<file path="config.mk">
export PLATFORM = sky130hd
export DESIGN_NAME = crsf_frame_receiver
export DESIGN_NICKNAME = d
export VERILOG_FILES = /design/src/rtl/crsf_pkg.sv /design/src/rtl/crsf_ram.sv /design/src/rtl/crsf_frame_receiver.sv
export SDC_FILE = /design/constraint.sdc
export NUM_CORES = 1
export LEC_CHECK = 0
export ABC_AREA = 1
export BUFFER_PORTS_ARGS = -buffer_cell sky130_fd_sc_hd__buf_2
export CELL_PAD_IN_SITES_DETAIL_PLACEMENT = 0
export CELL_PAD_IN_SITES_GLOBAL_PLACEMENT = 1
export CORE_MARGIN = 2
export CORE_UTILIZATION = 54
export DETAILED_ROUTE_END_ITERATION = 6
export PLACE_DENSITY = 0.86
export SLEW_MARGIN = 20
export SYNTH_ARGS = -nofsm -noshare
export SYNTH_HDL_FRONTEND = slang
export SYNTH_SLANG_ARGS = --single-unit
</file>
<file path="constraint.sdc">
create_clock -name clk -period 13.85 [get_ports clk]
set_clock_uncertainty 0.1 [all_clocks]
set_input_delay 1.385 -clock clk [delete_from_list [all_inputs] [get_ports clk]]
set_output_delay 1.385 -clock clk [all_outputs]
set_load 0.02 [all_outputs]
</file>
<file path="src/rtl/crsf_pkg.sv">
// ----------------------------------------------------------------------------
// crsf_pkg
// Shared constants, codes and the crc-8 dvb-s2 step for the crsf receiver.
// ----------------------------------------------------------------------------
package crsf_pkg;

    localparam int DEF_BUFFER_BYTES  = 64;
    localparam int DEF_CHANNEL_COUNT = 16;

    localparam logic [7:0] SYNC_BYTE  = 8'hC8;
    localparam logic [7:0] TYPE_RC    = 8'h16;
    localparam logic [7:0] TYPE_TELEM = 8'h2D;
    localparam logic [7:0] CRC_POLY   = 8'hD5;
    localparam logic [5:0] MAX_OUT    = 6'd60;

    localparam logic [10:0] RST_OFFSET   = 11'd172;
    localparam logic [15:0] RST_GAIN     = 16'd19993;
    localparam logic [5:0]  RST_CAPACITY = 6'd60;

    // result kinds
    localparam logic [1:0] KIND_CHANNEL = 2'd0;
    localparam logic [1:0] KIND_TELEM   = 2'd1;
    localparam logic [1:0] KIND_NODELIV = 2'd2;

    // configuration register indexes
    localparam logic [1:0] REG_OFFSET   = 2'd0;
    localparam logic [1:0] REG_GAIN     = 2'd1;
    localparam logic [1:0] REG_CAPACITY = 2'd2;

    function automatic logic [7:0] crc_step(input logic [7:0] crc, input logic [7:0] b);
        logic [7:0] c;
        c = crc ^ b;
        for (int k = 0; k < 8; k++)
        begin
            if (c[7])
                c = {c[6:0], 1'b0} ^ CRC_POLY;
            else
                c = {c[6:0], 1'b0};
        end
        return c;
    endfunction

endpackage

</file>
<file path="src/rtl/crsf_ram.sv">
// ----------------------------------------------------------------------------
// crsf_ram
// Generic single-write, single-read RAM with registered read data.
// ----------------------------------------------------------------------------
module crsf_ram #(
    parameter int WIDTH = 8,
    parameter int DEPTH = 64
) (
    input  logic                     clk,
    input  logic                     wr_en,
    input  logic [$clog2(DEPTH)-1:0] wr_addr,
    input  logic [WIDTH-1:0]         wr_data,
    input  logic                     rd_en,
    input  logic [$clog2(DEPTH)-1:0] rd_addr,
    output logic [WIDTH-1:0]         rd_data
);

    logic [WIDTH-1:0] mem [DEPTH];

    always_ff @(posedge clk)
    begin
        if (wr_en)
            mem[wr_addr] <= wr_data;
        if (rd_en)
            rd_data <= mem[rd_addr];
    end

endmodule

</file>
<file path="src/rtl/crsf_frame_receiver.sv">
// ----------------------------------------------------------------------------
// crsf_frame_receiver
// Byte-wise crsf frame receiver: sync hunt, length check, crc-8 dvb-s2,
// rc channel unpack and scaling, telemetry payload forwarding.
// ----------------------------------------------------------------------------
//  channel | direction | tdata (low bit up)        | tuser    | tlast
//  s_*     | in        | rx_byte[7:0]              | gap_seen | -
//  m_*     | out       | index[5:0], value[23:6]   | kind     | last
//  cfg_*   | in        | cfg_data: offset/gain/capacity by cfg_index
//
// a byte that does not complete a frame leaves the receiver idle. a completed
// rc frame runs three buffer reads (read, capture), subtract, the shared
// multiplier and output load per channel; telemetry a read and an output state
// per payload byte, both bound by the single buffer read port. s_tready is low
// until the frame's results are all loaded; m_tready stalls hold the sequencer.
// reset clears fill count and control; the buffer needs no clearing.
// ----------------------------------------------------------------------------
module crsf_frame_receiver
    import crsf_pkg::*;
#(
    parameter int BUFFER_BYTES  = DEF_BUFFER_BYTES,
    parameter int CHANNEL_COUNT = DEF_CHANNEL_COUNT
) (
    input  logic        clk,
    input  logic        rst_n,
    input  logic        s_tvalid,
    output logic        s_tready,
    input  logic [7:0]  s_tdata,   // rx_byte
    input  logic        s_tuser,   // gap_seen
    output logic        m_tvalid,
    input  logic        m_tready,
    output logic [23:0] m_tdata,   // index[5:0], value[23:6]
    output logic [1:0]  m_tuser,   // kind
    output logic        m_tlast,   // last
    input  logic        cfg_wen,
    input  logic [1:0]  cfg_index,
    input  logic [15:0] cfg_data
);

    localparam int AW = $clog2(BUFFER_BYTES);
    localparam int FW = $clog2(BUFFER_BYTES + 1);
    localparam int CW = (CHANNEL_COUNT > 1) ? $clog2(CHANNEL_COUNT) : 1;
    localparam int XW = 10;

    typedef enum logic [3:0] {
        ST_IDLE, ST_RC_RD, ST_RC_CAP, ST_RC_SUB, ST_RC_MUL, ST_RC_OUT,
        ST_TM_RD, ST_TM_OUT, ST_ND_OUT
    } state_t;

    logic [10:0] offset_reg;
    logic [15:0] gain_reg;
    logic [5:0]  cap_reg;

    state_t               state_reg, state_next;
    logic [FW-1:0]        fill_reg, fill_next;
    logic [7:0]           len_reg, len_next;
    logic [7:0]           type_reg, type_next;
    logic [7:0]           crc_reg, crc_next;
    logic [CW-1:0]        ch_reg, ch_next;
    logic [7:0]           bitpos_reg, bitpos_next;
    logic [1:0]           k_reg, k_next;
    logic [23:0]          win_reg, win_next;
    logic signed [11:0]   diff_reg, diff_next;
    logic signed [28:0]   prod_reg, prod_next;
    logic [7:0]           pos_reg, pos_next;
    logic                 mvalid_reg, mvalid_next;
    logic [23:0]          mdata_reg, mdata_next;
    logic [1:0]           muser_reg, muser_next;
    logic                 mlast_reg, mlast_next;

    logic          wr_en, rd_en;
    logic [AW-1:0] wr_addr, rd_addr;
    logic [7:0]    rd_data;

    crsf_ram #(.WIDTH(8), .DEPTH(BUFFER_BYTES)) u_buf (
        .clk     (clk),
        .wr_en   (wr_en),
        .wr_addr (wr_addr),
        .wr_data (s_tdata),
        .rd_en   (rd_en),
        .rd_addr (rd_addr),
        .rd_data (rd_data)
    );

    always_ff @(posedge clk or negedge rst_n)
    begin
        if (!rst_n)
        begin
            offset_reg <= RST_OFFSET;
            gain_reg   <= RST_GAIN;
            cap_reg    <= RST_CAPACITY;
        end
        else if (cfg_wen)
        begin
            case (cfg_index)
                REG_OFFSET:   offset_reg <= cfg_data[10:0];
                REG_GAIN:     gain_reg   <= cfg_data;
                REG_CAPACITY: cap_reg    <= cfg_data[5:0];
                default:      ;
            endcase
        end
    end

    logic          out_free;
    logic          accept;
    logic [FW-1:0] fc;
    logic [XW-1:0] fc_x, len_x, plen_x, cap_x, rpos_x;
    logic [5:0]    cap_eff;
    logic [7:0]    plen;
    logic          rd_ok;
    logic [10:0]   raw;

    assign out_free = !mvalid_reg || m_tready;
    assign accept   = s_tvalid && s_tready;
    assign s_tready = (state_reg == ST_IDLE);
    assign m_tvalid = mvalid_reg;
    assign m_tdata  = mdata_reg;
    assign m_tuser  = muser_reg;
    assign m_tlast  = mlast_reg;

    assign fc      = s_tuser ? '0 : fill_reg;
    assign fc_x    = XW'(fc);
    assign len_x   = XW'(len_reg);
    assign plen    = len_reg - 8'd2;
    assign plen_x  = XW'(plen);
    assign cap_eff = (cap_reg > MAX_OUT) ? MAX_OUT : cap_reg;
    assign cap_x   = XW'(cap_eff);
    // payload byte position of the current window byte
    assign rpos_x  = XW'(bitpos_reg[7:3]) + XW'(k_reg);
    assign rd_ok   = rpos_x < plen_x;
    assign raw     = 11'(win_reg >> bitpos_reg[2:0]);

    always_comb
    begin
        state_next  = state_reg;
        fill_next   = fill_reg;
        len_next    = len_reg;
        type_next   = type_reg;
        crc_next    = crc_reg;
        ch_next     = ch_reg;
        bitpos_next = bitpos_reg;
        k_next      = k_reg;
        win_next    = win_reg;
        diff_next   = diff_reg;
        prod_next   = prod_reg;
        pos_next    = pos_reg;
        mvalid_next = mvalid_reg && !m_tready;
        mdata_next  = mdata_reg;
        muser_next  = muser_reg;
        mlast_next  = mlast_reg;
        wr_en       = 1'b0;
        wr_addr     = fc[AW-1:0];
        rd_en       = 1'b0;
        rd_addr     = AW'(rpos_x + XW'(3));

        case (state_reg)
            ST_IDLE:
            begin
                if (accept)
                begin
                    fill_next = fc;
                    if (fc == '0 && s_tdata != SYNC_BYTE)
                    begin
                        fill_next = '0;
                    end
                    else if (fc_x >= XW'(BUFFER_BYTES))
                    begin
                        fill_next = '0;
                    end
                    else
                    begin
                        wr_en     = 1'b1;
                        fill_next = fc + FW'(1);
                        if (fc_x == XW'(1))
                        begin
                            len_next = s_tdata;
                            if (s_tdata < 8'd2 ||
                                XW'(s_tdata) + XW'(2) > XW'(BUFFER_BYTES))
                                fill_next = '0;
                        end
                        if (fc_x == XW'(2))
                        begin
                            type_next = s_tdata;
                            crc_next  = crc_step(8'd0, s_tdata);
                        end
                        else if (fc_x >= XW'(3) && fc_x <= len_x)
                        begin
                            crc_next = crc_step(crc_reg, s_tdata);
                        end
                        if (fc_x >= XW'(3) && fc_x == len_x + XW'(1))
                        begin
                            // frame complete, s_tdata is the crc byte
                            fill_next   = '0;
                            ch_next     = '0;
                            bitpos_next = '0;
                            k_next      = '0;
                            pos_next    = '0;
                            if (crc_reg == s_tdata)
                            begin
                                if (type_reg == TYPE_RC)
                                    state_next = ST_RC_RD;
                                else if (type_reg == TYPE_TELEM)
                                begin
                                    if (plen_x > cap_x)
                                        state_next = ST_ND_OUT;
                                    else if (plen != 8'd0)
                                        state_next = ST_TM_RD;
                                end
                            end
                        end
                    end
                end
            end
            ST_RC_RD:
            begin
                rd_en      = rd_ok;
                state_next = ST_RC_CAP;
            end
            ST_RC_CAP:
            begin
                case (k_reg)
                    2'd0:    win_next[7:0]   = rd_ok ? rd_data : 8'd0;
                    2'd1:    win_next[15:8]  = rd_ok ? rd_data : 8'd0;
                    default: win_next[23:16] = rd_ok ? rd_data : 8'd0;
                endcase
                if (k_reg == 2'd2)
                begin
                    k_next     = 2'd0;
                    state_next = ST_RC_SUB;
                end
                else
                begin
                    k_next     = k_reg + 2'd1;
                    state_next = ST_RC_RD;
                end
            end
            ST_RC_SUB:
            begin
                diff_next  = $signed({1'b0, raw}) - $signed({1'b0, offset_reg});
                state_next = ST_RC_MUL;
            end
            ST_RC_MUL:
            begin
                prod_next  = 29'(diff_reg * $signed({1'b0, gain_reg}));
                state_next = ST_RC_OUT;
            end
            ST_RC_OUT:
            begin
                if (out_free)
                begin
                    mvalid_next = 1'b1;
                    muser_next  = KIND_CHANNEL;
                    mdata_next  = {prod_reg[27:10], 6'(ch_reg)};
                    mlast_next  = (32'(ch_reg) == CHANNEL_COUNT - 1);
                    if (32'(ch_reg) == CHANNEL_COUNT - 1)
                        state_next = ST_IDLE;
                    else
                    begin
                        ch_next     = ch_reg + CW'(1);
                        bitpos_next = bitpos_reg + 8'd11;
                        state_next  = ST_RC_RD;
                    end
                end
            end
            ST_TM_RD:
            begin
                rd_en      = 1'b1;
                rd_addr    = AW'(XW'(pos_reg) + XW'(3));
                state_next = ST_TM_OUT;
            end
            ST_TM_OUT:
            begin
                if (out_free)
                begin
                    mvalid_next = 1'b1;
                    muser_next  = KIND_TELEM;
                    mdata_next  = {10'd0, rd_data, pos_reg[5:0]};
                    mlast_next  = (pos_reg + 8'd1 == plen);
                    if (pos_reg + 8'd1 == plen)
                        state_next = ST_IDLE;
                    else
                    begin
                        pos_next   = pos_reg + 8'd1;
                        state_next = ST_TM_RD;
                    end
                end
            end
            ST_ND_OUT:
            begin
                if (out_free)
                begin
                    mvalid_next = 1'b1;
                    muser_next  = KIND_NODELIV;
                    mdata_next  = '0;
                    mlast_next  = 1'b1;
                    state_next  = ST_IDLE;
                end
            end
            default:
            begin
                state_next = ST_IDLE;
            end
        endcase
    end

    always_ff @(posedge clk or negedge rst_n)
    begin
        if (!rst_n)
        begin
            state_reg  <= ST_IDLE;
            fill_reg   <= '0;
            ch_reg     <= '0;
            k_reg      <= '0;
            pos_reg    <= '0;
            bitpos_reg <= '0;
            mvalid_reg <= 1'b0;
        end
        else
        begin
            state_reg  <= state_next;
            fill_reg   <= fill_next;
            ch_reg     <= ch_next;
            k_reg      <= k_next;
            pos_reg    <= pos_next;
            bitpos_reg <= bitpos_next;
            mvalid_reg <= mvalid_next;
        end
    end

    always_ff @(posedge clk)
    begin
        len_reg   <= len_next;
        type_reg  <= type_next;
        crc_reg   <= crc_next;
        win_reg   <= win_next;
        diff_reg  <= diff_next;
        prod_reg  <= prod_next;
        mdata_reg <= mdata_next;
        muser_reg <= muser_next;
        mlast_reg <= mlast_next;
    end

endmodule

</file>
==> results.json <==
{
  "status": "completed",
  "finalHoldViolations": 0,
  "grt_pass1_vias": 27300,
  "slew_violations": 0,
  "synth_top_area_frac": 0.472,
  "setup_ws_ns": 8.32,
  "critPathKind": "reg2reg",
  "yosys.area.top_type": "edfxtp_1",
  "port_buffers": 60,
  "synth_edf_count": 619,
  "pwr-share-comb": 0.369,
  "cp_common_cell": "fa_1",
  "synth_cell_type_count": 63,
  "synth_ff_type": "edfxtp_1",
  "postRouteAntennaNets": 0,
  "die_area_mm2": 0.0751,
  "maxCapViolCount": 0,
  "hpwlAfterDp_um": 63900,
  "cp.buffers_inverters": 4,
  "drive_gt1_frac": 0.0640,
  "h-tree-depth": 3,
  "critical_path.max_fanout": 16,
  "wire_per_inst_um": 18.4,
  "coreArea_mm2": 0.0719,
  "rsz0062_at_grt": "no",
  "min_path_type": "reg2reg",
  "critical_path.top_delay_family": "adder cells",
  "syn_inst": 4284,
  "final_util": 0.592,
  "ys_warn_count": 0,
  "nets": 4568,
  "die_h_um": 274,
  "seq_area_frac_synth": 0.515,
  "cts.sinks": 686,
  "drt_iter0_markers": 2555,
  "root_buffer": "clkbuf_16",
  "antenna_cells": 0,
  "power_density_mw_per_mm2": 163,
  "layoutNonFillerInstCount": 5278,
  "fill_cells": 6267,
  "syn_avg_cell_area_um2": 9.19,
  "peakVddDrop_uv": 138,
  "cp_data_required_time_ns": 14.12,
  "firstDrtPassIters": 6,
  "rows": 98,
  "worst_setup_path_start_kind": "register",
  "path_cells": "nand2_1 -> fa_1 -> inv_1 -> fa_1 -> inv_1 -> fa_1 -> fa_1 -> fa_1 -> inv_1 -> ha_1 -> nand2_1 -> inv_1 -> a21oi_1 -> o21ai_0 -> nand2_1 -> nand3_1 -> nand2_1 -> nand3b_1 -> xor2_1",
  "grt_pass1_wl_um": 153000,
  "design_power_total_mw": 6.93,
  "groute.usage.overall": 0.264,
  "cts_resized": 0,
  "mostFrequentLayoutCells": "1172 x nand2_1, 847 x inv_1, 619 x edfxtp_1, 558 x nand3_1, 182 x nor2_1",
  "numCtsBuffers": 71,
  "routed_wl_um": 97100,
  "dp.cells": 5149,
  "ys_async_sr_fraction": 0.0977,
  "io_pins": 61,
  "worstMarginPinSlew_ns": 1.06,
  "num_vias": 27900,
  "endpoint_kind": "register",
  "intPower_mw": 4.40,
  "clkTransAtPathRegs_ns": 0.06,
  "insertion_delay_ns": 0.63,
  "die_w_um": 274,
  "cts_tree": "yes",
  "final_common_cell": "nand2_1",
  "max_freq_mhz": 181,
  "start_util": 0.548,
  "final-setup-viol-count": 0,
  "postCtsSetupBuffers": 0,
  "p_switching_mw": 2.54,
  "largest_register_ffs": 512,
  "syn-cell-area_mm2": 0.0394,
  "via_per_inst": 5.28,
  "critPathArrivalTime_ns": 5.79,
  "period_needed_ns": 5.53,
  "synth_nets": 4580,
  "ys_top_cells_by_area": "edfxtp_1 47%, nand2_1 11%, inv_1 8.1%",
  "place_congestion": 0.861,
  "leakage_nw": 19.5,
  "critPathSlowestCell": "edfxtp_1",
  "synth-seq-cells": 686,
  "clkPwrFrac": 0.281,
  "seq_area_mm2": 0.0203,
  "area_delta_synth_final_pct": 8.03,
  "setup_tns_ns": 0,
  "multi_input_area_mm2": 0.0150,
  "max_stage_delay_ns": 0.78,
  "regMostFlops": "u_buf.mem",
  "drc": 0,
  "antenna_found_initial": 1,
  "grt_max_degree": 107,
  "pre_cts_slack_ns": 8.37,
  "slew_headroom": 0.294,
  "period_share": 0.399,
  "grt_overflow": 0,
  "seqPwrFrac": 0.350,
  "p_sw_frac": 0.366,
  "clockBufferDepth": 3,
  "hold_buffers": 0
}
==> cells by family (layout without fill, tap and decap cells) <==
logic type / after synthesis / in the layout / synth area share
multiplexers: 8 / 8 / 0.00219
flip-flops: 686 / 686 / 0.515
XOR/XNOR: 68 / 68 / 0.0168
buffers and inverters: 1025 / 1069 / 0.104
AND/OR/NAND/NOR: 2016 / 2016 / 0.220
AO/OA/AOI/OAI: 217 / 217 / 0.0308
adder cells (fa/ha/maj): 264 / 264 / 0.111
==> cell usage after synthesis (7+ instances only) <==
cell      number
buf_4         21
fa_1         141
clkbuf_1      75
buf_6         17
inv_1        848
nand2_2       10
nand2_1     1174
o21ai_1       12
xor2_1        45
or2_2         15
o21ai_0      117
nand3_1      558
nor3_1         9
edfxtp_1     619
xnor2_1       19
dfrtp_1       52
nor2_1       183
nand3b_1       7
nand4_1       29
buf_1         13
dfstp_2       15
a21oi_1       48
buf_2         39
o211ai_1       8
inv_2          7
ha_1         123
==> final timing paths <==
check	slack, ns	start	end	cells past startpoint
worst max-delay path	8.32	diff_reg[3]$_DFFE_PP_	prod_reg[27]$_DFFE_PP_	19
worst min-delay path	0.39	offset_reg[6]$_DFFE_PN0P_	offset_reg[6]$_DFFE_PN0P_	2
worst max register to register	8.32	diff_reg[3]$_DFFE_PP_	prod_reg[27]$_DFFE_PP_	19
worst min register to register	0.39	offset_reg[6]$_DFFE_PN0P_	offset_reg[6]$_DFFE_PN0P_	2
max in group asynchronous	12.16	rst_n	ch_reg[2]$_DFFE_PN0P_	1
min in group asynchronous	0.81	rst_n	gain_reg[15]$_DFFE_PN0P_	1
==> through the flow <==
| stage | hold slack [ns] | area [um2] |
|---|---|---|
| 2_1_floorplan | 0.353 | 39400 |
| 3_3_place_gp | 0.372 | 40200 |
| 3_5_place_dp | 0.380 | 40200 |
| 4_1_cts | 0.395 | 42500 |
| 5_1_grt | 0.416 | 42500 |
| 6_report | 0.392 | 42500 |
==> cell type report <==
| type | instances | area share |
|---|---|---|
| multi-input combinational | 2573 | 0.353 |
| sequential | 686 | 0.477 |
| timing repair buffer | 81 | 0.0108 |
| clock inverter | 45 | 0.0115 |
| inverter | 859 | 0.0760 |
| clock buffer | 84 | 0.0437 |
| tap | 950 | 0.0280 |
==> tightest hold or removal path, stage by stage (launching register included) <==
cell     delay, ns
dfrtp_1       0.34
nand2_1       0.05
o21ai_0       0.06
==> power by group through the flow <==
stage	clock network [mW]	logic (mW)	registers, mW
after global routing	2.05	2.92	2.43
after CTS	1.97	2.56	2.42
after global placement	0	2.54	2.47
final	1.95	2.56	2.43
after floorplan	0	1.82	2.43
after detailed placement	0	2.51	2.47
==> routing by layer <==
layer / track usage / up-vias / routed length, um
met1: 0.367 / 13300 / 42000
met2: 0.429 / 872 / 45700
met3: 0.0372 / 168 / 6380
met5: 0 / - / 11
met4: 0.0865 / 2 / 2920
li1: - / 13600 / -
(Power assumes the default switching activity.)
